[config.mk]
export PLATFORM = sky130hd
export DESIGN_NAME = lzw_ctrl
export DESIGN_NICKNAME = d
export VERILOG_FILES = /design/src/lzw_pkg.sv /design/src/lzw_ctrl.sv
export SDC_FILE = /design/constraint.sdc
export NUM_CORES = 1
export LEC_CHECK = 0
export BUFFER_PORTS_ARGS = -buffer_cell sky130_fd_sc_hd__buf_2
export CAP_MARGIN = 40
export CORE_AREA = 2 2 39 41
export DETAILED_ROUTE_END_ITERATION = 6
export DIE_AREA = 0 0 41 43
export GPL_TIMING_DRIVEN = 0
export HOLD_SLACK_MARGIN = 0.02
export PLACE_DENSITY = 0.39
export SYNTH_ARGS = -nofsm -noshare
export SYNTH_HDL_FRONTEND = slang
export SYNTH_SLANG_ARGS = --single-unit
[constraint.sdc]
create_clock -name clk_i -period 2.45 [get_ports clk_i]
set_input_delay 0.49 -clock clk_i [delete_from_list [all_inputs] [get_ports clk_i]]
set_output_delay 0.49 -clock clk_i [all_outputs]
set_load 0.005 [all_outputs]
[src/lzw_pkg.sv]
// ----------------------------------------------------------------------------
// lzw_pkg: shared types and constants for the LZW byte compressor
// Controller states, command and status bundles, fixed field widths.
// ----------------------------------------------------------------------------
`default_nettype none

package lzw_pkg;

  localparam int unsigned ByteW    = 8;
  localparam int unsigned OutCodeW = 12;
  localparam int unsigned FirstFree = 256;

  typedef enum logic [1:0] {
    ST_IDLE,
    ST_SCAN,
    ST_EMIT_MISS,
    ST_EMIT_LAST
  } lzw_state_e;

  // controller -> datapath
  typedef struct packed {
    logic accept;      // input word taken this cycle
    logic start_scan;  // begin dictionary scan at first free code
    logic scan_en;     // scan running
    logic take_hit;    // prefix becomes matched code
    logic emit_miss;   // emit prefix, add pair, restart from byte
    logic emit_last;   // emit final prefix, clear dictionary
  } lzw_cmd_t;

  // datapath -> controller
  typedef struct packed {
    logic prefix_valid;
    logic dict_empty;
    logic hit;
    logic miss_done;
    logic slot_free;
    logic last_q;
  } lzw_status_t;

endpackage

`default_nettype wire

[src/lzw_ctrl.sv]
// ----------------------------------------------------------------------------
// lzw_ctrl: LZW sequencing controller
// Accepts a byte, runs the dictionary scan, and sequences code output.
// ----------------------------------------------------------------------------
`default_nettype none

module lzw_ctrl (
  input  wire logic                 clk_i,
  input  wire logic                 rst_ni,
  input  wire logic                 in_valid_i,
  input  wire logic                 in_last_i,
  output logic                      in_ready_o,
  input  wire lzw_pkg::lzw_status_t status_i,
  output lzw_pkg::lzw_cmd_t         cmd_o
);
  import lzw_pkg::*;

  lzw_state_e state_q, state_d;

  // state register
  always_ff @(posedge clk_i or negedge rst_ni) begin
    if (!rst_ni) begin
      state_q <= ST_IDLE;
    end else begin
      state_q <= state_d;
    end
  end

  // next state and commands
  always_comb begin
    state_d    = state_q;
    cmd_o      = '0;
    in_ready_o = 1'b0;
    case (state_q)
      ST_IDLE: begin
        in_ready_o = 1'b1;
        if (in_valid_i) begin
          cmd_o.accept = 1'b1;
          if (!status_i.prefix_valid) begin
            if (in_last_i) state_d = ST_EMIT_LAST;
          end else if (status_i.dict_empty) begin
            state_d = ST_EMIT_MISS;
          end else begin
            cmd_o.start_scan = 1'b1;
            state_d = ST_SCAN;
          end
        end
      end
      ST_SCAN: begin
        cmd_o.scan_en = 1'b1;
        if (status_i.hit) begin
          cmd_o.take_hit = 1'b1;
          state_d = status_i.last_q ? ST_EMIT_LAST : ST_IDLE;
        end else if (status_i.miss_done) begin
          state_d = ST_EMIT_MISS;
        end
      end
      ST_EMIT_MISS: begin
        if (status_i.slot_free) begin
          cmd_o.emit_miss = 1'b1;
          state_d = status_i.last_q ? ST_EMIT_LAST : ST_IDLE;
        end
      end
      ST_EMIT_LAST: begin
        if (status_i.slot_free) begin
          cmd_o.emit_last = 1'b1;
          state_d = ST_IDLE;
        end
      end
      default: state_d = ST_IDLE;
    endcase
  end

endmodule

`default_nettype wire

==> summary.txt <==
Pwr
  – Pwr/cell area: 911.1 nW/um^2
  – Pleak: between 0.15 and 0.2 nW
  – Peak supply drop: 168.9 uV

Clock network
  – Hold-fix buffers, CTS: 0
  – Clock slew at reported path FFs: 30 ps
  – Post_cts resized: 0
  – Sinks on Clock Net: 2
  – Setup Buffers After CTS: 0
  – Clock tree from TritonCTS: done
  – H-tree Lvls: 1
  – Root Driver: clkbuf_4
  – Inserted Clock Buffers: 3
  – Clock Latency Late Sink: between 200 and 250 ps
  – Clock Path Buffers: 2

Synth
  – Synthesis Warnings: 0
  – Post-synthesis compound-gate area fraction: 0.1684
  – Mux cell area share after synthesis: 0.06316
  – Synth area leaders: dfrtp_1 (21%), and2_1 (7.9%), nor2b_1 (7.9%)
  – Synth Area in Adders: 0
  – Syn Inst Count: 28
  – Sequential share of the synthesized area: 0.2105
  – Synth Net Count: 38
  – Largest family of logic cells by synthesized area: simple AND/OR/NAND/NOR gates
  – Synth Cell Area: 237.7 um^2
  – Seq cells post-synth: 2
  – Simple-gate portion of the synthesized area: 0.4947
  – Synth Area per Inst: ~8.5 um^2
  – Xor/xnor cell area share of the yosys netlist: 0
  – Yosys top cell area share: 0.2105
  – Area leader, netlist: dfrtp_1
  – Synth cell types: 19

Cells and area
  – Non-Filler Instances: 63
  – NumNets Final: 59
  – Layout cells sized above 1: 0.5319
  – Register area: 50.05 um^2
  – Layout area overhead: 51.58%
  – Commonest non-fill, non-tap cell in the layout: buf_2
  – Area of the multi-input gates: around 170 um^2
  – Biggest register: state_q
  – Filler cells: 155
  – Max FFs per register: 2
  – Antenna diodes: 0
  – Largest regs: state_q (2)
  – Most frequent cells in the layout: buf_2 (16), and2_1 (3), nor2b_1 (3), clkbuf_4 (3)

Critical path
  – Setup slack, reg-to-reg: 1380 ps
  – Worst r2r src: state_q[0]
  – FF-to-FF End: state_q[1]
  – Worst Reg-to-Reg Cells: 4
  – Worst Path Max Fanout: 9
  – Setup crit start: state_q[0]
  – Nature of the critical path startpoint: flop
  – Setup Crit Path Kind: flop to output port
  – Data required time at the worst endpoint: a little under 2000 ps
  – Worst Path Arrival: 1190 ps
  – Crit. End Element: output port

STA
  – Max Freq: 593.8 MHz
  – Setup TNS: 0 ps
  – Slew Viols, Final: 0
  – Final hold violation count: 0
  – Final worst path period share: 0.6873
  – Slew headroom: 0.8058
  – Clk_skew: 2.650 ps
  – Worst hold slack: between 40 and 50 ps
  – Setup-failing EPs final: 0
  – Setup repair after global routing missed its margin: false
  – Minimum clock period: between 1500 and 2000 ps
  – Worst Max-Slew Pin Slew: 291.3 ps
  – Final worst setup slack: between 700 and 800 ps

Place
  – DP Wirelength: about 420 um
  – Pre-CTS setup slack: roughly 900 ps
  – GPL Wtd Cong: between 0.6 and 0.7
  – Port Buffers: 16
  – Inst Count DP: 60

GRT
  – Grt ovf: 0
  – Total GRT Usage: 0.08124
  – Vias in the first global route: 257
  – First-pass GRT wire length: 924 um
  – Antenna violations before repair: 0
  – Largest net degree at the start of global routing: 10

Floorplanning
  – I/O pins: 17
  – Row count: 14
  – Starting Density: 0.1718
  – Die Y-Extent: 43 um
  – Core Area: 1384 um^2
  – Die ar.: 1763 um^2
  – Width of the die: about 41 um

Drt
  – Vias: 263
  – Final WL: a little over 500 um
  – Wire length per cell: about 8 um
  – Top sig layer: met3
  – Metal3 WL: 33 um
  – Met2 WL post-DR: 246 um
  – First drt pass iteration count: 3
  – M1 WL: roughly 230 um
  – DRT antenna net count: 0
  – Post-route DRC violation count: 0
  – Vias/cell: approximately 4.2
  – DRT iter0 DRCs: 2

Worst hold path
  – Hold Path Class: input port to asynchronous set/reset pin

Outcome
  – Outcome: finished clean

Flow run
  – Max-Cap Viols: 0
routing by layer:
layer / vias up / track usage
met5: - / 0
met4: 0 / 0.08000
met3: 0 / 0.03141
met2: 10 / 0.1125
met1: 116 / 0.08654
li1: 137 / -
cells by family after synthesis:
kind of cell / Yosys count
buf+inv: 2
simple gates: 18
mux: 1
flops: 2
compound gates: 5
synth_stat cells:
library cell / instances
buf_6: 1
and2_1: 3
mux2_4: 1
nand3_1: 1
nor2b_2: 1
inv_2: 1
o21ai_2: 1
a31oi_1: 2
nand2_1: 2
o221ai_1: 1
nor2_1: 2
a21bo_1: 1
nor3_1: 1
and3b_1: 1
nand2b_1: 2
dfrtp_1: 2
nor2b_1: 3
nor3b_4: 1
and3_1: 1
power breakdown:
part	total, mW	internal (mW)	switching [mW]
clock	0.0731	0.0541	0.0190
sequential	0.0753	0.0503	0.0250
combinational	0.180	0.101	0.0793
through the flow:
stage | power, mW | utilization | cell area [um^2]
2_1_floorplan | 0.1975 | - | 237.7
3_5_place_dp | 0.2602 | 0.2441 | 337.8
6_report | 0.3283 | 0.2604 | 360.3
3_3_place_gp | 0.2642 | 0.2441 | 337.8
5_1_grt | 0.3644 | 0.2604 | 360.3
4_1_cts | 0.3365 | 0.2604 | 360.3
how the worst max path moves through the flow:
| stage | to | slack, ps | cells past startpoint |
|---|---|---|---|
| final | cmd_o[4] | 770 | 4 |
| after global placement | cmd_o[4] | 910 | 4 |
| after global routing | cmd_o[4] | 680 | 4 |
| after detailed placement | cmd_o[4] | 910 | 4 |
| after CTS | cmd_o[4] | 750 | 4 |
| after floorplan | cmd_o[4] | 1090 | 3 |
layout make-up:
| cell class | count | share of cell area |
|---|---|---|
| multi-input combinational | 24 | 0.4792 |
| timing repair buffer | 16 | 0.2222 |
| sequential | 2 | 0.1389 |
| clock buffer | 3 | 0.06250 |
| tap | 16 | 0.05556 |
| buffer | 1 | 0.03125 |
| inverter | 1 | 0.01042 |
critical path, stage by stage, from the launching register on:
cell	delay [ps]
dfrtp_1	360
buf_6	130
nor3b_4	220
and2_1	150
buf_2	100
Power figures use the tool's default switching activity.
